===== src/hdl/fpsq_pkg.sv =====
package fpsq_pkg;

    localparam int SLOTS      = 8;
    localparam int SLOT_BYTES = 64;

    localparam int SLOT_W = $clog2(SLOTS);
    localparam int POS_W  = $clog2(SLOT_BYTES);
    localparam int LEN_W  = $clog2(SLOT_BYTES + 1);
    localparam int HELD_W = $clog2(SLOTS + 1);
    localparam int ADDR_W = $clog2(SLOTS * SLOT_BYTES);
    localparam int ERR_W  = 16;

    localparam int IN_TDATA_W  = 40;
    localparam int IN_TUSER_W  = 2;
    localparam int OUT_TDATA_W = 24;

    localparam logic [7:0] HDR_SYNC = 8'h06;
    localparam logic [7:0] HDR_KIND = 8'h85;

    typedef enum logic [2:0] {
        SEL_SYNC,
        SEL_KIND,
        SEL_DEST,
        SEL_SRC,
        SEL_LEN,
        SEL_PAY
    } byte_sel_t;

    typedef struct packed {
        logic               accept;
        logic               drop;
        logic               clear_fill;
        logic               put;
        byte_sel_t          sel;
        logic               commit;
        logic               issue;
        logic               issue_const;
        logic               const_sent;
        logic               rd_last;
        logic [POS_W-1:0]   rd_pos;
        logic               finish;
    } fpsq_cmd_t;

    typedef struct packed {
        logic               in_op;
        logic               in_first;
        logic               fin;
        logic               busy;
        logic               held_zero;
        logic               held_full;
        logic [LEN_W-1:0]   oldest_len;
        logic               can_issue;
    } fpsq_stat_t;

endpackage


===== src/hdl/fpsq_dp.sv =====
module fpsq_dp
    import fpsq_pkg::*;
(
    input  logic                   clk,
    input  logic                   rst_n,
    input  logic [IN_TDATA_W-1:0]  s_tdata,   // dest, source, length_code, payload, dma_busy
    input  logic [IN_TUSER_W-1:0]  s_tuser,   // op, first
    input  logic                   s_tlast,
    output logic                   m_tvalid,
    input  logic                   m_tready,
    output logic [OUT_TDATA_W-1:0] m_tdata,   // out_byte, full_errors
    output logic                   m_tuser,   // sent
    output logic                   m_tlast,
    input  fpsq_cmd_t              cmd,
    output fpsq_stat_t             stat
);

    function automatic logic [ADDR_W-1:0] mem_addr(input logic [SLOT_W-1:0] s,
                                                   input logic [POS_W-1:0]  p);
        mem_addr = ADDR_W'(s) * ADDR_W'(SLOT_BYTES) + ADDR_W'(p);
    endfunction

    function automatic logic [SLOT_W-1:0] next_slot(input logic [SLOT_W-1:0] s);
        next_slot = (s == SLOT_W'(SLOTS - 1)) ? '0 : s + SLOT_W'(1);
    endfunction

    logic [7:0] mem [SLOTS*SLOT_BYTES];

    // latched item
    logic [7:0] dest_reg, src_reg, lcode_reg, pay_reg;
    logic       fin_reg, busy_reg;

    // queue state
    logic [SLOT_W-1:0] fill_reg, oldest_reg;
    logic [HELD_W-1:0] held_reg;
    logic [ERR_W-1:0]  drop_reg;
    logic [POS_W-1:0]  fill_pos_reg;
    logic [LEN_W-1:0]  fill_len_reg;
    logic [LEN_W-1:0]  slot_len_reg [SLOTS];

    // read stage and output stage
    logic             rd_valid_reg, rd_zero_reg, rd_last_reg, rd_sent_reg;
    logic [7:0]       rd_mem_reg;
    logic [ERR_W-1:0] rd_err_reg;
    logic             out_valid_reg, out_last_reg, out_sent_reg;
    logic [7:0]       out_byte_reg;
    logic [ERR_W-1:0] out_err_reg;

    logic             load_now;
    logic [7:0]       wr_byte;
    logic [POS_W-1:0] put_pos;
    logic [LEN_W-1:0] put_len;

    assign load_now = rd_valid_reg && (!out_valid_reg || m_tready);

    assign stat.in_op      = s_tuser[0];
    assign stat.in_first   = s_tuser[1];
    assign stat.fin        = fin_reg;
    assign stat.busy       = busy_reg;
    assign stat.held_zero  = (held_reg == '0);
    assign stat.held_full  = (held_reg == HELD_W'(SLOTS));
    assign stat.oldest_len = slot_len_reg[oldest_reg];
    assign stat.can_issue  = !rd_valid_reg || load_now;

    assign put_pos = (fill_pos_reg == POS_W'(SLOT_BYTES - 1)) ? '0 : fill_pos_reg + POS_W'(1);
    assign put_len = (fill_len_reg == LEN_W'(SLOT_BYTES)) ? fill_len_reg
                                                           : fill_len_reg + LEN_W'(1);

    always_comb
    begin
        case (cmd.sel)
            SEL_SYNC: wr_byte = HDR_SYNC;
            SEL_KIND: wr_byte = HDR_KIND;
            SEL_DEST: wr_byte = dest_reg;
            SEL_SRC:  wr_byte = src_reg;
            SEL_LEN:  wr_byte = lcode_reg;
            default:  wr_byte = pay_reg;
        endcase
    end

    always_ff @(posedge clk)
    begin
        if (cmd.put)
        begin
            mem[mem_addr(fill_reg, fill_pos_reg)] <= wr_byte;
        end
        if (cmd.issue && !cmd.issue_const)
        begin
            rd_mem_reg <= mem[mem_addr(oldest_reg, cmd.rd_pos)];
        end
    end

    always_ff @(posedge clk)
    begin
        if (cmd.accept)
        begin
            dest_reg  <= s_tdata[7:0];
            src_reg   <= s_tdata[15:8];
            lcode_reg <= s_tdata[23:16];
            pay_reg   <= s_tdata[31:24];
            busy_reg  <= s_tdata[32];
            fin_reg   <= s_tlast;
        end
        if (cmd.issue)
        begin
            rd_zero_reg <= cmd.issue_const;
            rd_last_reg <= cmd.rd_last;
            rd_sent_reg <= !cmd.issue_const || cmd.const_sent;
            rd_err_reg  <= drop_reg;
        end
        if (load_now)
        begin
            out_byte_reg <= rd_zero_reg ? 8'h00 : rd_mem_reg;
            out_last_reg <= rd_last_reg;
            out_sent_reg <= rd_sent_reg;
            out_err_reg  <= rd_err_reg;
        end
    end

    always_ff @(posedge clk or negedge rst_n)
    begin
        if (!rst_n)
        begin
            fill_reg      <= '0;
            oldest_reg    <= '0;
            held_reg      <= '0;
            drop_reg      <= '0;
            fill_pos_reg  <= '0;
            fill_len_reg  <= '0;
            slot_len_reg  <= '{default: '0};
            rd_valid_reg  <= 1'b0;
            out_valid_reg <= 1'b0;
        end
        else
        begin
            if (cmd.drop)
            begin
                oldest_reg <= next_slot(oldest_reg);
                held_reg   <= held_reg - HELD_W'(1);
                if (drop_reg != '1)
                begin
                    drop_reg <= drop_reg + ERR_W'(1);
                end
            end
            if (cmd.drop || cmd.clear_fill)
            begin
                fill_pos_reg <= '0;
                fill_len_reg <= '0;
            end
            if (cmd.put)
            begin
                fill_pos_reg <= put_pos;
                fill_len_reg <= put_len;
            end
            // commit: slot length goes to the table, fresh fill slot starts empty
            if (cmd.commit)
            begin
                slot_len_reg[fill_reg] <= put_len;
                fill_pos_reg           <= '0;
                fill_len_reg           <= '0;
                fill_reg               <= next_slot(fill_reg);
                held_reg               <= held_reg + HELD_W'(1);
            end
            if (cmd.finish)
            begin
                oldest_reg <= next_slot(oldest_reg);
                held_reg   <= held_reg - HELD_W'(1);
            end

            if (cmd.issue)
            begin
                rd_valid_reg <= 1'b1;
            end
            else if (load_now)
            begin
                rd_valid_reg <= 1'b0;
            end

            if (load_now)
            begin
                out_valid_reg <= 1'b1;
            end
            else if (m_tready)
            begin
                out_valid_reg <= 1'b0;
            end
        end
    end

    assign m_tvalid = out_valid_reg;
    assign m_tdata  = {out_err_reg, out_byte_reg};
    assign m_tuser  = out_sent_reg;
    assign m_tlast  = out_last_reg;

endmodule


===== config.mk =====
export PLATFORM = sky130hd
export DESIGN_NAME = fpsq_dp
export DESIGN_NICKNAME = d
export VERILOG_FILES = /design/src/hdl/fpsq_pkg.sv /design/src/hdl/fpsq_dp.sv
export SDC_FILE = /design/constraint.sdc
export NUM_CORES = 2
export LEC_CHECK = 0
export BUFFER_PORTS_ARGS = -buffer_cell sky130_fd_sc_hd__buf_4
export CAP_MARGIN = 20
export CORE_ASPECT_RATIO = 1.5
export CORE_MARGIN = 4
export CORE_UTILIZATION = 45
export DETAILED_ROUTE_END_ITERATION = 8
export PLACE_DENSITY_LB_ADDON = 0.15
export SLEW_MARGIN = 10
export SYNTH_ARGS = -nofsm -noshare
export SYNTH_HDL_FRONTEND = slang
export SYNTH_SLANG_ARGS = --single-unit

===== constraint.sdc =====
create_clock -name clk -period 28.1 [get_ports clk]
set_input_delay 2.81 -clock clk [delete_from_list [all_inputs] [get_ports clk]]
set_output_delay 2.81 -clock clk [all_outputs]
set_load 0.05 [all_outputs]

## After elaboration in Yosys (flattened, before gate mapping)

Memory sizes are Yosys's and may differ from the RTL's. A register that Yosys moved wholly into a read port is not among the register bits.
Index checks and enable logic that the tools add are counted.

| cells by class | value |
|---|---|
| add/sub/neg operators | 9 |
| divide/modulo/power cells | 0 |
| reduce and logical (&&, ||, !) cells | 18 |
| $lt $le $gt $ge | 3 |
| bitwise logic cells | 2 |
| shift operators | 0 |
| multiplexer cells | 28 |
| equal/unequal tests | 10 |
| multiply operators | 0 |

Operators with widths:

| kind | count |
|---|---|
| $bwmux W56 | 1 |
| $mux W7 | 7 |
| $pmux W8 S5 | 1 |
| $mux W6 | 4 |
| $bmux W7 S3 | 1 |
| $demux W7 S3 | 1 |
| $add A9 B6 Y9 | 2 |
| $add A16 B1 Y16 const B | 1 |
| $ne A16 B16 Y1 const B | 1 |
| $mux W3 | 4 |
| $mux W4 | 3 |
| $eq A3 B3 Y1 const B | 3 |
| $ge A4 B4 Y1 const B | 2 |
| $not A3 Y4 | 2 |
| $add A7 B1 Y7 const B | 1 |
| $eq A7 B7 Y1 const B | 1 |
| $add A3 B1 Y3 const B | 2 |
| $add A6 B1 Y6 const B | 1 |
| $eq A3 B2 Y1 const B | 2 |
| $eq A6 B6 Y1 const B | 1 |
| $mux W1 | 6 |
| $reduce_bool A2 Y1 | 3 |
| $reduce_bool A3 Y1 | 2 |
| $add A4 B1 Y4 const B | 1 |
| other kinds (10) | 17 |

| storage, ports and cells | value |
|---|---|
| memories | 1 |
| output and inout port bits | 41 |
| memory bits (read-only) | 0 |
| register bits after elaboration | 176 |
| word-level logic and storage cells | 101 |
| input bits | 65 |
| bits in latches | 0 |
| RAM bits | 4,096 |

Memory list:

| memory | words | width | rd ports | clocked after Yosys merged registers in | write ports | line | text |
|---|---|---|---|---|---|---|---|
| mem | 512 | 8 | 1 | 1 | 1 | fpsq_dp.sv:27 | `logic [7:0] mem [SLOTS*SLOT_BYTES];` |

## Longest topological paths before layout

| logic depth | value |
|---|---|
| word-level depth | 6 |
| gate-level depth with buffers | 13 |
| depth with buffers taken out | 8 |

## Worst setup path after synthesis

No wires, ideal clock.

| timing path | value |
|---|---|
| kind | input -> register |
| start point | in cmd[14] (netlist bit) |
| end point | mem mem[0][0] (data pin) |
| buffers on the path | 2 |
| stages on the path | 5 |
| arrival | 24.581 ns |
| required time | 23.690 ns |
| setup time | 4.410 ns |
| path slack | -0.891 ns |
| cells stage by stage | clkbuf_1 inv_1 clkbuf_1 o22ai_1 a221oi_1 |

| between the ends | value |
|---|---|
| longest elaborated chain between the ends | 2 |
| elaborated cells on any way between the ends | 6 |
| those cells by class | eq/ne: 4; mux: 1; reduce/logical: 1 |

RTL lines:

| what | line | text |
|---|---|---|
| from (decl) | fpsq_dp.sv:14 | `input fpsq_cmd_t cmd,` |
| $eq A3 B3 Y1 (tied with other cells) | fpsq_dp.sv:71 | `case (cmd.sel)` |
| $pmux W8 S5 * | fpsq_dp.sv:71 |  |
| net wr_byte[0] | fpsq_dp.sv:50 | `logic [7:0] wr_byte;` |
| to (decl) | fpsq_dp.sv:27 |  |

The timed path passes the listed nets; every way through them passes the cells marked *.

## Final worst setup path

| timing path | value |
|---|---|
| start point | in cmd[1] (netlist bit) |
| end point | reg rd_mem_reg[3], read port of mem (data pin) |

| between the ends | value |
|---|---|
| longest elaborated chain between the ends | 1 |

RTL lines:

| what | line | text |
|---|---|---|
| $add A9 B6 Y9 | fpsq_dp.sv:20 | `mem_addr = ADDR_W'(s) * ADDR_W'(SLOT_BYTES) + ADDR_W'(p);` |
| to (decl) | fpsq_dp.sv:43 | `logic [7:0] rd_mem_reg;` |

No other way between the ends.
A chain may end at the register's enable or synchronous reset.

==> metrics.txt <==
Synth Cell Area 168000 sq um; antenna violations before repair 19; Seq/Total Area, Yosys 76.3%; max-cap violations 0; synth-to-layout area growth 11.0%; routability cong. 0.846; DR iter-0 viols 8219; Reg power frac 52.0%; Clk pwr share 38.9%; GRT Overall Usage 23.2%; DRT Pass-1 Iters 6; Seq cells post-synth 4280; die width 507 um; CP arrival 9320 ps; Setup Fix Bufs, Post-CTS 0; wire per inst 32.0 um; CTS root buffer clkbuf_16; P_sw 3.31 mW; synth warn 0; final number of hold-violating endpoints 0; Post-DP HPWL 280 mm; Num CTS Buffers 397; Crit path max-delay family buffers and inverters; Net Sw Frac 23.8%; post-synth net total 8690; RSZ-0062 raised after global routing no; Crit. End Element flop; DIE AREA 383000 sq um; max reg flops 4096; Placement Cell Area 173000 sq um; Synth Instances 8612; clock skew 43.5 ps; Initial Util 45.2%; Total Wirelength 450 mm; Synth cell types 65; CP most frequent cell buf_4; Cell Int Power 10.6 mW; DR vias/cell 6.00; fmax 0.117 GHz; slowest stage cell, crit path buf_4; dominant synthesized flop cell edfxtp_1; worst hold path class reg -> reg; Placement Setup Slack 18600 ps; Post-CTS Resized 0; Slew headroom 4.52%; ratio of cells with drive above 1 in the final layout 17.8%; Leakage Power 59.1 nW; Overflow after GRT 0; clock latency on the worst-skew pair 970 ps; mean post-synth cell area 19.5 sq um; final max-slew violation count 0; Layout fillers 29.8k; Die H 756 um; CP cell instances buf_16 -> buf_12 -> buf_4 -> buf_4 -> buf_4 -> mux2i_1 -> o221ai_1 -> a21oi_1 -> a311oi_1 -> nand4_1 -> nand4_1 -> and4_1; core area 371000 sq um; total number of vias 84.3k; critical path class in -> reg; period utilization 30.3%; Comb power frac 9.0%; Port Buf Inserts 94; Max clock buf depth 4; Post-synth EDFFs 4183; final instance area 186000 sq um; endpoints failing setup 0; first-pass GRT wire length 645 mm; Setup TNS Final 0 ps; Least-Margin Pin Slew 1430 ps; Ports 106; CP peak stage delay 940 ps; antenna-violating nets left 0; Critical Path Source Type input port; total clock sinks 4280; Worst-path clk slew 70 ps; CTS H-Tree Depth 5; FP Rows 274; Final min period 8520 ps; vias in the first global route 87.3k; Worst EP required 28910 ps; largest net degree at the start of global routing 216; Final nets 8833; status finished clean; PwrDens 74.7 nW/um^2; crit path max fanout 92; DR DRC count 0; hold_buf cts 0; Max IR drop VDD 55.7 uV; FFs w/ async S/R, synth 2.27%; total chip power 13.9 mW; CTS tree done; CP bufs+invs 5; fin worst setup slack 19580 ps
==> worst paths after layout <==
path,cells past startpoint,start,to,slack [ps]
min in group asynchronous,1,rst_n,slot_len_reg[18]$_DFFE_PN0P_,1770
worst min-delay path,0,rd_err_reg[9]$_DFFE_PP_,out_err_reg[9]$_DFFE_PP_,410
worst max-delay path,12,cmd[1],rd_mem_reg[3]$_DFFE_PP_,19580
max in group asynchronous,2,rst_n,oldest_reg[0]$_DFFE_PN0P_,24990
worst min register to register,0,rd_err_reg[9]$_DFFE_PP_,out_err_reg[9]$_DFFE_PP_,410
worst max register to register,7,pay_reg[7]$_DFFE_PP_,mem[35][7]$_DFFE_PP_,22890
==> metal layers <==
metal,GRT usage [%],share of wire (%)
met2,41.5,53
met4,9.52,4.7
met3,2.70,4.9
met5,0,0.011
met1,28.7,37
==> cells in the final DEF, fill, tap and decap left out, types with 59 or more instances in the layout <==
master,n
clkbuf_1,81
nand2_1,190
dfrtp_1,96
buf_4,259
nor2_1,629
nand4_1,59
mux2i_1,775
o21ai_0,190
clkinv_2,69
clkbuf_16,404
clkinv_1,71
edfxtp_1,4183
o221ai_1,300
o22ai_1,183
mux4_2,693
a21oi_1,164
nor3_1,146
==> synthesized netlist by cell type, drive strengths merged, types with 46 or more instances <==
cell	number	area [sq um]
nand4	59	369
nand3	54	270
mux2i	775	7760
nand2	208	781
buf	310	2550
o221ai	304	2690
mux4	694	15600
dfrtp	97	2430
nor3	149	746
a21oi	165	826
clkbuf	226	856
nor2	632	2370
edfxtp	4183	126000
o21ai	197	986
a211oi	46	345
o22ai	186	1180
==> cells by family (layout without fill, tap and decap cells) <==
logic type,after synthesis,after routing,share of synthesized area (%)
AO/OA/AOI/OAI,1002,1002,4.09
AND/OR/NAND/NOR,1251,1251,3.28
other,0,24,0
XOR/XNOR,24,24,0.125
adder cells (fa/ha/maj),13,13,0.0969
buffers and inverters,552,1007,2.07
flip-flops,4280,4280,76.3
multiplexers,1490,1490,14.1
==> power by group through the flow <==
stage                     registers [mW]  clock network, mW  logic [mW]
after global placement              7.37                  0        1.24
after detailed placement            7.38                  0        1.27
after CTS                           7.24               5.50        1.27
after global routing                7.24               5.75        1.31
final                               7.24               5.41        1.26
after floorplan                     7.60                  0       0.655
==> through the flow <==
| stage | utilization, % | cells | hold WS, ps |
|---|---|---|---|
| after floorplan | - | 8612 | 400 |
| after global placement | 46.7 | 13311 | 402 |
| after detailed placement | 46.7 | 13318 | 405 |
| after CTS | 50.1 | 14029 | 415 |
| after global routing | 50.2 | 14051 | 421 |
| final | 50.2 | 14059 | 410 |
==> worst reg2reg max path: cells and delay by family, from the launching register on <==
kind	cells	cell delay, ps
AO/OA/AOI/OAI	1	300
buffers and inverters	5	4020
flip-flops	1	350
AND/OR/NAND/NOR	1	70
==> layout make-up <==
| type | count | area [sq um] | share of cell area [%] |
|---|---|---|---|
| diodes | 24 | 60.1 | 0.0322 |
| clock buffers | 485 | 10400 | 5.59 |
| clock inverters | 226 | 2410 | 1.29 |
| inverters | 16 | 67.6 | 0.0363 |
| multi-input cells | 3780 | 36700 | 19.7 |
| flip-flops and latches | 4280 | 128000 | 68.7 |
| well taps | 4968 | 6220 | 3.34 |
| repair buffers | 280 | 2370 | 1.27 |
Power figures use the tool's default switching activity.
