[config.mk]
export PLATFORM = sky130hd
export DESIGN_NAME = fpsq_ctrl
export DESIGN_NICKNAME = d
export VERILOG_FILES = /design/src/hdl/fpsq_pkg.sv /design/src/hdl/fpsq_ctrl.sv
export SDC_FILE = /design/constraint.sdc
export NUM_CORES = 1
export LEC_CHECK = 0
export ABC_AREA = 1
export ABC_CLOCK_PERIOD_IN_PS = 1700
export BUFFER_PORTS_ARGS = -buffer_cell sky130_fd_sc_hd__buf_2
export CORE_MARGIN = 10
export CORE_UTILIZATION = 45
export CTS_BUF_LIST = sky130_fd_sc_hd__clkbuf_16
export DETAILED_ROUTE_END_ITERATION = 10
export GPL_TIMING_DRIVEN = 1
export HOLD_SLACK_MARGIN = 0.06
export PLACE_DENSITY_LB_ADDON = 0.12
export SYNTH_ARGS = -nofsm -noshare
export SYNTH_HDL_FRONTEND = slang
export SYNTH_SLANG_ARGS = --single-unit
[constraint.sdc]
create_clock -name clk -period 1.7 [get_ports clk]
set_input_delay 0.085 -clock clk [delete_from_list [all_inputs] [get_ports clk]]
set_output_delay 0.085 -clock clk [all_outputs]
set_load 0.05 [all_outputs]
[src/hdl/fpsq_pkg.sv]
package fpsq_pkg;

    localparam int SLOTS      = 8;
    localparam int SLOT_BYTES = 64;

    localparam int SLOT_W = $clog2(SLOTS);
    localparam int POS_W  = $clog2(SLOT_BYTES);
    localparam int LEN_W  = $clog2(SLOT_BYTES + 1);
    localparam int HELD_W = $clog2(SLOTS + 1);
    localparam int ADDR_W = $clog2(SLOTS * SLOT_BYTES);
    localparam int ERR_W  = 16;

    localparam int IN_TDATA_W  = 40;
    localparam int IN_TUSER_W  = 2;
    localparam int OUT_TDATA_W = 24;

    localparam logic [7:0] HDR_SYNC = 8'h06;
    localparam logic [7:0] HDR_KIND = 8'h85;

    typedef enum logic [2:0] {
        SEL_SYNC,
        SEL_KIND,
        SEL_DEST,
        SEL_SRC,
        SEL_LEN,
        SEL_PAY
    } byte_sel_t;

    typedef struct packed {
        logic               accept;
        logic               drop;
        logic               clear_fill;
        logic               put;
        byte_sel_t          sel;
        logic               commit;
        logic               issue;
        logic               issue_const;
        logic               const_sent;
        logic               rd_last;
        logic [POS_W-1:0]   rd_pos;
        logic               finish;
    } fpsq_cmd_t;

    typedef struct packed {
        logic               in_op;
        logic               in_first;
        logic               fin;
        logic               busy;
        logic               held_zero;
        logic               held_full;
        logic [LEN_W-1:0]   oldest_len;
        logic               can_issue;
    } fpsq_stat_t;

endpackage

[src/hdl/fpsq_ctrl.sv]
module fpsq_ctrl
    import fpsq_pkg::*;
(
    input  logic       clk,
    input  logic       rst_n,
    input  logic       s_tvalid,
    output logic       s_tready,
    input  fpsq_stat_t stat,
    output fpsq_cmd_t  cmd
);

    typedef enum logic [1:0] {
        ST_IDLE,
        ST_HDR,
        ST_PAY,
        ST_SEND
    } state_t;

    state_t           state_reg, state_next;
    byte_sel_t        hdr_reg, hdr_next;
    logic [POS_W-1:0] pos_reg, pos_next;
    logic             last_pos;

    assign s_tready = (state_reg == ST_IDLE);
    assign last_pos = ((LEN_W'(pos_reg) + LEN_W'(1)) == stat.oldest_len);

    always_comb
    begin
        cmd        = '0;
        cmd.sel    = SEL_PAY;
        state_next = state_reg;
        hdr_next   = hdr_reg;
        pos_next   = pos_reg;
        case (state_reg)
            ST_IDLE:
            begin
                if (s_tvalid)
                begin
                    cmd.accept = 1'b1;
                    if (!stat.in_op)
                    begin
                        // queue full: the fill slot is the oldest, drop it
                        cmd.drop = stat.held_full;
                        if (stat.in_first)
                        begin
                            cmd.clear_fill = 1'b1;
                            hdr_next       = SEL_SYNC;
                            state_next     = ST_HDR;
                        end
                        else
                        begin
                            state_next = ST_PAY;
                        end
                    end
                    else
                    begin
                        pos_next   = '0;
                        state_next = ST_SEND;
                    end
                end
            end
            ST_HDR:
            begin
                cmd.put = 1'b1;
                cmd.sel = hdr_reg;
                case (hdr_reg)
                    SEL_SYNC: hdr_next = SEL_KIND;
                    SEL_KIND: hdr_next = SEL_DEST;
                    SEL_DEST: hdr_next = SEL_SRC;
                    SEL_SRC:  hdr_next = SEL_LEN;
                    default:  state_next = ST_PAY;
                endcase
            end
            ST_PAY:
            begin
                cmd.put    = 1'b1;
                cmd.sel    = SEL_PAY;
                cmd.commit = stat.fin;
                state_next = ST_IDLE;
            end
            ST_SEND:
            begin
                if (stat.can_issue)
                begin
                    cmd.issue = 1'b1;
                    if (stat.held_zero || stat.busy)
                    begin
                        cmd.issue_const = 1'b1;
                        cmd.rd_last     = 1'b1;
                        state_next      = ST_IDLE;
                    end
                    else if (stat.oldest_len == '0)
                    begin
                        cmd.issue_const = 1'b1;
                        cmd.const_sent  = 1'b1;
                        cmd.rd_last     = 1'b1;
                        cmd.finish      = 1'b1;
                        state_next      = ST_IDLE;
                    end
                    else
                    begin
                        cmd.rd_pos  = pos_reg;
                        cmd.rd_last = last_pos;
                        if (last_pos)
                        begin
                            cmd.finish = 1'b1;
                            state_next = ST_IDLE;
                        end
                        else
                        begin
                            pos_next = pos_reg + POS_W'(1);
                        end
                    end
                end
            end
            default:
            begin
                state_next = ST_IDLE;
            end
        endcase
    end

    always_ff @(posedge clk or negedge rst_n)
    begin
        if (!rst_n)
        begin
            state_reg <= ST_IDLE;
            hdr_reg   <= SEL_SYNC;
            pos_reg   <= '0;
        end
        else
        begin
            state_reg <= state_next;
            hdr_reg   <= hdr_next;
            pos_reg   <= pos_next;
        end
    end

endmodule

**After elaboration in Yosys (flattened, before gate mapping)**

Cells that the tools add are included.

- Multipliers: 0
- Add/sub/neg operators: 2
- Reduce and logical (&&, ||, !) cells: 10
- Magnitude comparators: 0
- Div/mod/pow operators: 0
- Bitwise logic cells: 0
- Muxes and demuxes: 38
- Shifts and indexed selects: 0
- Equal/unequal tests: 18

Operator list:

| kind | count |
|---|---|
| $mux 6 | 7 |
| $mux 11 | 2 |
| $mux 2 | 10 |
| $mux 3 | 5 |
| $ne 2x2->1 const B | 7 |
| $pmux 3 s4 | 1 |
| $pmux 6 s2 | 1 |
| $mux 1 | 8 |
| $pmux 2 s4 | 1 |
| $pmux 4 s2 | 1 |
| $add 6x1->7 const B | 1 |
| $eq 7x7->1 | 1 |
| $logic_not 7->1 | 1 |
| $mux 7 | 1 |
| $reduce_and 7->1 | 1 |
| $add 6x1->6 const B | 1 |
| $eq 3x2->1 const B | 2 |
| $pmux 3 s2 | 1 |
| $ne 5x1->1 const B | 1 |
| $reduce_and 5->1 | 1 |
| $eq 2x2->1 const B | 2 |
| $ne 2x1->1 const B | 2 |
| $ne 4x4->1 const B | 1 |
| $reduce_and 4->1 | 1 |
| other kinds (7) | 8 |

- Output and inout bits: 20
- Bits in writable memories: 0
- Bits in registers: 11
- Latch bits: 0
- Input port bits: 17
- Memories kept: 0
- ROM bits: 0

**Longest topological paths before layout**

Gate-level depths: netlist of run 1.

- Depth in word-level cells: 7
- Depth in mapped cells: 14
- Gate-level depth less buffers: 14

**Worst setup path after synthesis of run 1**

No wires, ideal clock.

- Path type: register -> output
- From: register state_reg[0]
- To: output cmd[1] (netlist bit)
- Buffers on the path: 0
- Setup slack: -540 ps
- Cell stages (with the launch flop): 6
- Arrival time: 2,155 ps
- Cell sequence: dfrtp_1 -> ha_1 -> nand2_1 -> nor2_1 -> inv_1 -> nor3_1

RTL lines:

| item | line | text |
|---|---|---|
| start: declaration | fpsq_ctrl.sv:19 | `state_t state_reg, state_next;` |
| start signal: assignment | fpsq_ctrl.sv:133 | `state_reg <= state_next;` |
| end: declaration | fpsq_ctrl.sv:9 | `output fpsq_cmd_t cmd` |

==> results of run 1 <==
-- layout make-up --
cell class / instances / share of cell area
Multi-Input combinational cell: 134 / 0.494
Timing Repair Buffer: 62 / 0.233
Sequential cell: 11 / 0.145
Inverter: 33 / 0.0673
Clock buffer: 3 / 0.0392
Tap cell: 30 / 0.0196
Clock inverter: 1 / 0.00196
-- worst reg2reg max path, delay by kind of cell, from the launching register on --
| family | cells | cell delay, ns |
|---|---|---|
| and+or+nand+nor | 9 | 0.69 |
| DFF | 1 | 0.42 |
| adders and majority gates | 1 | 0.30 |
| buffers and inverters | 2 | 0.25 |
| xor gates and xnor gates | 1 | 0.10 |
-- worst paths after layout --
kind	to	slack, ns	cells past startpoint
min in group asynchronous	state_reg[0]	0.25	2
setup reg to reg	state_reg[1]	-0.16	13
setup / recovery	cmd[7]	-0.22	9
max in group asynchronous	pos_reg[2]	1.22	2
hold reg to reg	pos_reg[4]	0.53	2
hold / removal	state_reg[0]	0.24	5
-- what timing repair did --
action / in CTS / in global routing
pin swaps: 11 / 11
resized for setup: 26 / 28
endpoints found under the setup margin: 14 / 23
buffers inserted: 5 / 4
endpoints found under the hold margin: 11 / 0
hold buffers: 1 / 0
-- per-stage QoR --
| stage | power, mW | util |
|---|---|---|
| floorplan | 1.41 | - |
| global placement | 1.76 | 0.653 |
| detailed placement | 1.80 | 0.653 |
| CTS | 2.33 | 0.741 |
| global route | 2.60 | 0.788 |
| finish | 2.43 | 0.788 |
-- logic make-up (layout without fill, tap and decap cells) --
group | Yosys count | after routing | synth area share
AND/OR/NAND/NOR | 113 | 113 | 0.509
buffers and inverters | 33 | 99 | 0.109
AO/OA/AOI/OAI | 15 | 15 | 0.0762
flip-flops | 11 | 11 | 0.243
adder cells (fa/ha/maj) | 5 | 5 | 0.0552
XOR/XNOR | 1 | 1 | 0.00773
-- cells in the final DEF, fill, tap and decap left out, types with 5 or more instances in the layout --
cell and count:
nand4_1 6, inv_1 29, dfrtp_1 9, nand3_1 13, nor2_1 13, buf_6 11
nor3_4 5, nand2_2 16, buf_2 25, a21oi_1 5, nand2_1 34, nor2_2 10
buf_4 23
-- report_power, final --
part / leakage, nW / internal [mW] / switching, mW
sequential: 0.146 / 0.316 / 0.0497
combinational: 0.796 / 0.573 / 1.07
clock: 0.0423 / 0.308 / 0.110
total: 0.985 / 1.20 / 1.23
-- layer usage --
layer / part of all wire / up-vias / routed length (µm) / track usage
met2: 0.54 / 30 / 1920 / 0.257
met5: 0 / - / 0 / 0
li1: - / 700 / - / -
met3: 0.042 / 6 / 149 / 0.0282
met4: 0.0096 / 0 / 34 / 0.0461
met1: 0.41 / 630 / 1430 / 0.137
==> Implementation_results.wiki, run 1 <==
{| class="wikitable"
! Metric !! Value
|-
| Routed wire per std cell || around 13 µm
|-
| Std-Cell Core Area || ~2400 µm²
|-
| # clock sinks || 11
|-
| Number of global-route vias before repair || about 1400
|-
| Number of buffers between clock root and the deepest sink || 2
|-
| Final-layout setup total negative slack || -0.965 ns
|-
| Kind of end point of the critical path || primary output
|-
| Layout cell share with drive strength beyond 1 || 0.520
|-
| Total standard cell area after synthesis || 1130 µm²
|-
| Post-route cell area || 1920 µm²
|-
| Final critical-path setup slack || -0.224 ns
|-
| Overall Global Routing Usage || 0.134
|-
| Run status || finished, violations left
|-
| Detailed-route DRC error count || 0
|-
| Failing checks || negative setup slack
|-
| Register cell area after layout || 278 µm²
|-
| Max-slew headroom at the worst pin || 0.788
|-
| Critical path startpoint || pos_reg[0]
|-
| Worst Skew || ~0.0025 ns
|-
| Worst Path Buf+Inv || 1
|-
| Maximum achievable frequency || roughly 520 MHz
|-
| Initial core utilization || 0.466
|-
| Number of warning messages in the yosys log || 0
|-
| Post-route minimum period || 1.92 ns
|-
| Global-route wire length before repair || 5730 µm
|-
| Total die area || a little under 5000 µm²
|-
| Peak supply drop || around 1.8 mV
|-
| Ratio of final minimum period to clock period || 1.13
|-
| Clock tree from TritonCTS || done
|-
| Final HPWL DP || about 2800 µm
|-
| Critical path data required time || 1.62 ns
|-
| Synthesized Nets || 200
|-
| Commonest cells in the synthesized netlist || 44 x nand2_1, 31 x inv_1, 19 x nor2_1
|-
| Flip-flop and latch count after synthesis || 11
|-
| Cell area reported after detailed placement || between 1500 and 2000 µm²
|-
| Top Family by Delay on Critical Path || simple AND/OR/NAND/NOR gates
|-
| Layout-stage area growth over the synthesis result || 69.0%
|-
| Total I/O pin count || 37
|-
| Antenna violations before repair || 0
|-
| Count of distinct cell types in the synthesized netlist || 23
|-
| Post-route antenna net violation count || 0
|-
| Launch point of the worst hold path || stat[12]
|-
| Power density over the cells || between 1000 and 1500 nW/µm²
|-
| Synth area leader || dfrtp_1
|-
| Final net count || approximately 270
|-
| Least-Margin Pin Slew || approximately 0.32 ns
|-
| Ordered list of cells on the worst path || ha_4 > xnor2_2 > nand2_1 > nor2_2 > nand2_2 > nor2_4 > nand2_4 > a21oi_4 > buf_6
|-
| 1st-iter DRT viols || 61
|-
| Finished Layout Cells || about 270
|-
| Worst reg2reg path startpoint || pos_reg[0]
|-
| Weighted congestion at the end of routability-driven global placement || about 0.84
|-
| Fraction of synthesis flops using an asynchronous set or reset pin || 1.00
|-
| Setup violation total in the final timing report || 10
|-
| Detailed Routing Iterations Pass 1 || 4
|-
| Instance count after placement with tap cells included || between 200 and 300
|-
| Critical path class || reg -> out
|-
| Filler Cell Count || 171
|-
| Clock latency on the worst-skew pair || 0.24 ns
|-
| Most common cell in the netlist || nand2_1
|-
| Critical Path Source Type || flop
|-
| Crit-path slowest cell || dfrtp_1
|-
| Vertical die dimension || roughly 70 µm
|-
| Post-Place Worst Slack || -0.0658 ns
|-
| Max-cap violations || 0
|-
| Worst Hold Slack || 0.240 ns
|-
| DR vias || about 1400
|-
| Sum of routed wire length over all layers || 3540 µm
|-
| Max H-tree Level || 1
|-
| Flip-flop count of the largest register, all copies and words added || 6
|-
| Area of combinational cells with multiple inputs || between 900 and 1000 µm²
|-
| Proportion of synthesized chip area in sequential cells || 0.243
|-
| Number of hold violations in the final report || 0
|-
| Critical Path AT || 1.84 ns
|-
| Hold Path Class || in -> reg
|-
| Clock-pin slew reported for the worst setup and hold paths after clock tree synthesis || 0.04 ns
|-
| Area fraction of the dominant cell type after synthesis || 0.243
|-
| Antenna diode instance count || 0
|-
| Worst-path fanout max || 3
|-
| Maximum number of pins on one net before global-route repair || 12
|-
| Number of max-slew violations in the final report || 0
|-
| Setup repair after global routing missed its margin || yes
|-
| Number of enable flip-flop cells after synthesis || 0
|-
| Number of buffers created by CTS || 3
|-
| Leak pwr || 0.985 nW
|-
| Routed via count divided by cell count || approximately 5
|-
| Cells after Synth || ~180
|-
| Slowest Stage Delay on Critical Path || roughly 0.42 ns
|-
| # port buffers || 36
|-
| Die extent in x || approximately 70 µm
|-
| Clock root buffer || clkbuf_16
|-
| Top area cells in the synthesized netlist || dfrtp_1 24%, nand2_1 15%, inv_1 10%, nor2_1 6.3%, nand3_1 6.2%
|-
| Placement Rows || 18
|-
| Global route total overflow || 0
|-
| Most instantiated flip-flop cell in the synthesis netlist || dfrtp_1
|-
| Syn avg cell area || about 6.4 µm²
|}
No activity file was read; power rests on OpenSTA's default activity.
==> inputs of run 2 (changes only) <==
Settings changed: ABC_CLOCK_PERIOD_IN_PS 1700 to 2380, CORE_UTILIZATION 45 to 54.
Clock period 1.7 ns to 2.38 ns, I/O delays scaled along.
==> Implementation_results.wiki, run 2 (synthesis gave the netlist of run 1 again) <==
{| class="wikitable"
! Metric !! Value
|-
| Run status || complete, no violations (was finished, violations left)
|-
| Critical path class || reg -> out (unchanged)
|-
| Cell area reported after detailed placement || 1350 µm² (was 1590 µm²)
|-
| Ratio of final minimum period to clock period || 0.921
|-
| Final HPWL DP || 2620 µm (was 2790 µm)
|-
| Power density over the cells || 1010 nW/µm² (was 1270 nW/µm²)
|-
| Post-route cell area || 1440 µm² (was 1920 µm²)
|-
| DR vias || 1254 (was 1366)
|-
| Count of cells resized by post-cts repair || 0 (was 26)
|-
| Worst-path fanout max || 6 (was 3)
|-
| # clock sinks || 11 (unchanged)
|-
| Final critical-path setup slack || 0.187 ns (was -0.224 ns)
|-
| Global route total overflow || 0 (unchanged)
|-
| Layout cell share with drive strength beyond 1 || 0.297 (was 0.520)
|-
| Die extent in x || 65.8 µm (was 70.2 µm)
|-
| Routed wire per std cell || 12.9 µm (about the same)
|-
| Antenna violations before repair || 0 (unchanged)
|-
| Total die area || 4330 µm² (was 4930 µm²)
|-
| Hold Path Class || in -> async (was in -> reg)
|-
| Number of buffers between clock root and the deepest sink || 2 (unchanged)
|-
| Worst Skew || 0.00252 ns (was 0.00245 ns)
|-
| Global-route wire length before repair || 5360 µm (was 5730 µm)
|-
| # port buffers || 36 (unchanged)
|-
| Maximum number of pins on one net before global-route repair || 12 (unchanged)
|-
| Detailed-route DRC error count || 0 (unchanged)
|-
| Number of global-route vias before repair || 1196 (was 1372)
|-
| Setup violation total in the final timing report || 0 (was 10)
|-
| Clock-pin slew reported for the worst setup and hold paths after clock tree synthesis || 0.04 ns (about the same)
|-
| M2 GR Usage || 0.231 (was 0.257)
|-
| Clock tree from TritonCTS || done (unchanged)
|-
| Least-Margin Pin Slew || 0.691 ns (was 0.318 ns)
|-
| Weighted congestion at the end of routability-driven global placement || 0.978 (was 0.843)
|-
| Layout-stage area growth over the synthesis result || 26.7% (was 69.0%)
|-
| Flip-flop count of the largest register, all copies and words added || 6 (unchanged)
|-
| Critical Path Source Type || flop (unchanged)
|-
| Max-cap violations || 0 (unchanged)
|-
| Final net count || 242 (was 267)
|-
| Most common library cell in the layout ignoring fill and taps || nand2_1 (unchanged)
|-
| Clock root buffer || clkbuf_16 (unchanged)
|-
| Final-layout setup total negative slack || 0 ns (was -0.965 ns)
|-
| Vertical die dimension || 65.8 µm (was 70.2 µm)
|-
| Critical path data required time || 2.26 ns (was 1.62 ns)
|-
| Max-slew headroom at the worst pin || 0.536 (was 0.788)
|-
| Number of buffers created by CTS || 3 (unchanged)
|-
| Number of hold violations in the final report || 0 (unchanged)
|-
| Commonest cells after routing, fill and taps aside || 44 x nand2_1, 36 x buf_2, 32 x inv_1 (was 34 x nand2_1, 29 x inv_1, 25 x buf_2)
|-
| Kind of end point of the critical path || primary output (unchanged)
|-
| Post-route antenna net violation count || 0 (unchanged)
|-
| Detailed Routing Iterations Pass 1 || 4 (unchanged)
|-
| Total I/O pin count || 37 (unchanged)
|-
| Grt met1 use || 0.196 (was 0.137)
|-
| Setup repair after global routing missed its margin || no (was yes)
|-
| Peak supply drop || 1.22 mV (was 1.77 mV)
|-
| Number of max-slew violations in the final report || 0 (unchanged)
|-
| Initial core utilization || 0.572 (was 0.466)
|-
| Placement Rows || 16 (was 18)
|-
| Max H-tree Level || 1 (unchanged)
|-
| Leak pwr || 0.787 nW (was 0.985 nW)
|-
| 1st-iter DRT viols || 80 (was 61)
|-
| Sum of routed wire length over all layers || 3180 µm (was 3540 µm)
|-
| Post-Place Worst Slack || 0.458 ns (was -0.0658 ns)
|-
| Post-route minimum period || about 2.2 ns
|-
| Clock latency on the worst-skew pair || 0.23 ns (was 0.24 ns)
|-
| Critical Path AT || 2.07 ns (was 1.84 ns)
|-
| Grt peak-use layer || met2 (unchanged)
|-
| GR met3 Demand/Resource || 0.0390 (was 0.0282)
|-
| Maximum achievable frequency || around 460 MHz
|-
| Routed via count divided by cell count || 5.10 (was 4.99)
|-
| Std-Cell Core Area || 1980 µm² (was 2430 µm²)
|-
| Overall Global Routing Usage || 0.151 (was 0.134)
|-
| Antenna diode instance count || 0 (unchanged)
|}
run 2: final timing paths:
| kind | from | slack, ns | cells after the start | endpoint |
|---|---|---|---|---|
| max in group asynchronous | rst_n | 1.90 | 2 | state_reg[1] |
| min | rst_n | 0.28 | 2 | pos_reg[4] |
| min reg2reg | pos_reg[4] | 0.53 | 2 | pos_reg[4] |
| min in group clk | stat[12] | 0.31 | 5 | state_reg[0] |
| max reg2reg | state_reg[0] | 0.50 | 7 | pos_reg[1] |
| max | pos_reg[0] | 0.19 | 9 | cmd[0] |
run 2: power breakdown:
part / switching, mW / internal [mW]
Sequential: 0.0388 / 0.224
Clock: 0.0762 / 0.220
Combinational: 0.669 / 0.229
run 2: worst max-delay path: stages, from the launching register on:
cell     delay [ns]
dfrtp_1        0.44
ha_1           0.35
xnor2_1        0.16
nand2_1        0.08
nor2_2         0.11
nand2_2        0.06
nor2_4         0.12
nand2_2        0.09
a21oi_1        0.13
buf_2          0.28
run 2: cell type report:
cell class	instances	area [µm²]
clock buffers	3	75.1
clock inverters	1	3.75
fillers	173	546
inverters	33	124
multi-input cells	134	734
flip-flops and latches	11	275
well taps	27	33.8
repair buffers	37	190
run 2: metal layers:
layer  part of all wire  routed length (µm)
met1               0.46                1460
met2               0.46                1450
met3              0.072                 228
met4              0.013                  42
met5                  0                   0
run 2: timing repair:
action	CTS	global route
hold endpoints to repair	11	0
hold buffers	1	0
buffers inserted	0	0
run 2: metrics by stage:
stage	total power, mW	utilization	instances	hold WS, ns
4_1_cts	1.46	0.725	246	0.281
3_5_place_dp	1.15	0.680	241	-0.00392
2_1_floorplan	0.966	-	178	-0.177
3_3_place_gp	1.13	0.680	241	-0.0115
6_report	1.46	0.725	246	0.280
5_1_grt	1.56	0.725	246	0.309
==> inputs of run 3 (changes only) <==
Settings changed: ABC_CLOCK_PERIOD_IN_PS 2380 to 1800, CORE_UTILIZATION 54 to 37.
Clock period 2.38 ns to 1.8 ns, I/O delays scaled along.
==> Implementation_results.wiki, run 3 (synthesis gave the netlist of run 1 again) <==
{| class="wikitable"
! Metric !! Value
|-
| Ratio of final minimum period to clock period || 1.05
|-
| Setup repair after global routing missed its margin || yes (was no)
|-
| Maximum number of pins on one net before global-route repair || 12 (unchanged)
|-
| Switch Pwr || 1.09 mW (was 0.784 mW)
|-
| Worst-path fanout max || 4 (was 6)
|-
| Run status || finished, violations left (was complete, no violations)
|-
| Maximum achievable frequency || 528 MHz
|-
| Antenna diode instance count || 0 (unchanged)
|-
| Failing checks || negative setup slack
|-
| Post-Place Worst Slack || 0.0370 ns (was 0.458 ns)
|-
| Routed wire per std cell || 12.8 µm (was 12.9 µm)
|-
| Kind of end point of the critical path || primary output (unchanged)
|-
| Hold Path Class || in -> async (unchanged)
|-
| Routed via count divided by cell count || 4.85 (was 5.10)
|-
| # port buffers || 36 (unchanged)
|-
| Global-route wire length before repair || 5400 µm (was 5360 µm)
|-
| 1st-iter DRT viols || 75 (was 80)
|-
| Switching power as a share of total power || 0.519 (was 0.538)
|-
| Critical Path AT || 1.80 ns (was 2.07 ns)
|-
| Final critical-path setup slack || -0.0949 ns (was 0.187 ns)
|-
| Clock latency on the worst-skew pair || 0.23 ns (about the same)
|-
| Instance count after placement with tap cells included || 256 (was 241)
|-
| Worst reg2reg path startpoint || pos_reg[1] (was state_reg[0])
|-
| Flip-flop count of the largest register, all copies and words added || 6 (unchanged)
|-
| Layout-stage area growth over the synthesis result || 54.2% (was 26.7%)
|-
| Weighted congestion at the end of routability-driven global placement || 0.908 (was 0.978)
|-
| Final HPWL DP || 2720 µm (was 2620 µm)
|-
| Setup violation total in the final timing report || 4 (was 0)
|-
| Power density over the cells || 1200 nW/µm² (was 1010 nW/µm²)
|-
| Total chip power || 2.11 mW (was 1.46 mW)
|-
| Vertical die dimension || 75.4 µm (was 65.8 µm)
|-
| Detailed Routing Iterations Pass 1 || 4 (unchanged)
|-
| Detailed-route DRC error count || 0 (unchanged)
|-
| Number of max-slew violations in the final report || 0 (unchanged)
|-
| Critical path class || reg -> out (unchanged)
|-
| Total die area || 5680 µm² (was 4330 µm²)
|-
| Least-Margin Pin Slew || 0.384 ns (was 0.691 ns)
|-
| Critical path startpoint || pos_reg[1] (was pos_reg[0])
|-
| Max H-tree Level || 1 (unchanged)
|-
| Initial core utilization || 0.377 (was 0.572)
|-
| Placement Rows || 20 (was 16)
|-
| Max-cap violations || 0 (unchanged)
|-
| Cell area reported after detailed placement || 1470 µm² (was 1350 µm²)
|-
| Worst setup endpoint || cmd[7] (was cmd[0])
|-
| Clock-pin slew reported for the worst setup and hold paths after clock tree synthesis || 0.04 ns (about the same)
|-
| Number of global-route vias before repair || 1245 (was 1196)
|-
| Number of cell instances on the worst register-to-register path || 14 (was 7)
|-
| Terminus of the critical flop-to-flop path || pos_reg[5] (was pos_reg[1])
|-
| # clock sinks || 11 (unchanged)
|-
| Proportion of power drawn by combinational gates || 0.650 (was 0.616)
|-
| Worst Skew || 0.00194 ns (was 0.00252 ns)
|-
| Sum of routed wire length over all layers || 3420 µm (was 3180 µm)
|-
| Final net count || 257 (was 242)
|-
| Number of hold violations in the final report || 0 (unchanged)
|-
| Max-slew headroom at the worst pin || 0.742 (was 0.536)
|-
| Antenna violations before repair || 0 (unchanged)
|-
| Finished Layout Cells || 267 (was 246)
|-
| Sequential Power Share || 0.163 (was 0.180)
|-
| Global route total overflow || 0 (unchanged)
|-
| Commonest cells after routing, fill and taps aside || 36 x nand2_1, 30 x inv_1, 29 x buf_2 (was 44 x nand2_1, 36 x buf_2, 32 x inv_1)
|-
| Post-route antenna net violation count || 0 (unchanged)
|-
| Leak pwr || 0.907 nW (was 0.787 nW)
|-
| DR vias || 1294 (was 1254)
|-
| Post-route cell area || 1750 µm² (was 1440 µm²)
|-
| Overall Global Routing Usage || 0.119 (was 0.151)
|-
| Post-route minimum period || roughly 1.9 ns
|-
| Number of buffers between clock root and the deepest sink || 2 (unchanged)
|-
| Most common library cell in the layout ignoring fill and taps || nand2_1 (unchanged)
|-
| Part of the power in the clock network || 0.186 (was 0.203)
|-
| Number of buffers created by CTS || 3 (unchanged)
|-
| Std-Cell Core Area || 3000 µm² (was 1980 µm²)
|-
| Die extent in x || 75.4 µm (was 65.8 µm)
|-
| Critical path data required time || 1.71 ns (was 2.26 ns)
|-
| Clock tree from TritonCTS || done (unchanged)
|-
| Clock root buffer || clkbuf_16 (unchanged)
|-
| Internal cell power || 1.01 mW (was 0.672 mW)
|-
| Total I/O pin count || 37 (unchanged)
|-
| Critical Path Source Type || flop (unchanged)
|-
| Internal reg-to-reg setup slack || -0.01 ns (was 0.50 ns)
|-
| Peak supply drop || 1.41 mV (was 1.22 mV)
|-
| Layout cell share with drive strength beyond 1 || 0.457 (was 0.297)
|}
run 3: final cells by class:
type | count | area [µm²]
tap | 33 | 41.3
clock buffer | 3 | 75.1
inverter | 33 | 126
fill | 291 | 1250
clock inverter | 1 | 3.75
multi-input combinational | 134 | 878
timing repair buffer | 52 | 347
sequential | 11 | 277
run 3: per-layer routing:
| metal | track usage | wire [µm] | vias up |
|---|---|---|---|
| li1 | - | - | 681 |
| met1 | 0.142 | 1460 | 574 |
| met2 | 0.206 | 1740 | 35 |
| met3 | 0.0273 | 189 | 4 |
| met4 | 0.0351 | 33 | 0 |
| met5 | 0 | 0 | - |
run 3: metrics by stage:
stage	util	hold slack (ns)	setup TNS (ns)
after global routing	0.582	0.283	-1.27
after global placement	0.488	-0.0291	0
after floorplan	-	-0.206	-0.687
final	0.582	0.253	-0.184
after CTS	0.543	0.256	-0.110
after detailed placement	0.488	-0.0248	0
run 3: critical path, cell delays in order (launching register included):
cell     delay, ns
dfrtp_1       0.41
ha_4          0.19
nand2_4       0.11
nand2_2       0.08
nand2_1       0.06
nand2_1       0.06
nor2_2        0.09
nand2_2       0.06
nor2_4        0.11
nand2_4       0.08
a21oi_2       0.14
buf_6         0.17
run 3: power by group through the flow:
| stage | Sequential (mW) | Clock (mW) | Combinational (mW) |
|---|---|---|---|
| final | 0.344 | 0.392 | 1.37 |
| after global routing | 0.350 | 0.419 | 1.49 |
| after CTS | 0.340 | 0.400 | 1.30 |
| after detailed placement | 0.338 | 0 | 1.27 |
| after global placement | 0.338 | 0 | 1.26 |
| after floorplan | 0.339 | 0 | 0.957 |
run 3: repair_timing:
action,4_1_cts,5_1_grt
hold buffers,1,0
setup endpoints to repair,7,17
buffers inserted,3,3
gates resized for setup,16,23
endpoints found under the hold margin,11,0
pin swaps,8,10
run 3: worst min-delay path by stage:
| stage | from | endpoint | slack [ns] | cells after the start |
|---|---|---|---|---|
| after floorplan | rst_n | hdr_reg[0] | -0.21 | 0 |
| after global placement | rst_n | pos_reg[3] | -0.03 | 1 |
| after detailed placement | rst_n | pos_reg[5] | -0.02 | 1 |
| after CTS | rst_n | hdr_reg[1] | 0.26 | 2 |
| after global routing | rst_n | hdr_reg[0] | 0.28 | 2 |
| final | rst_n | hdr_reg[1] | 0.25 | 2 |
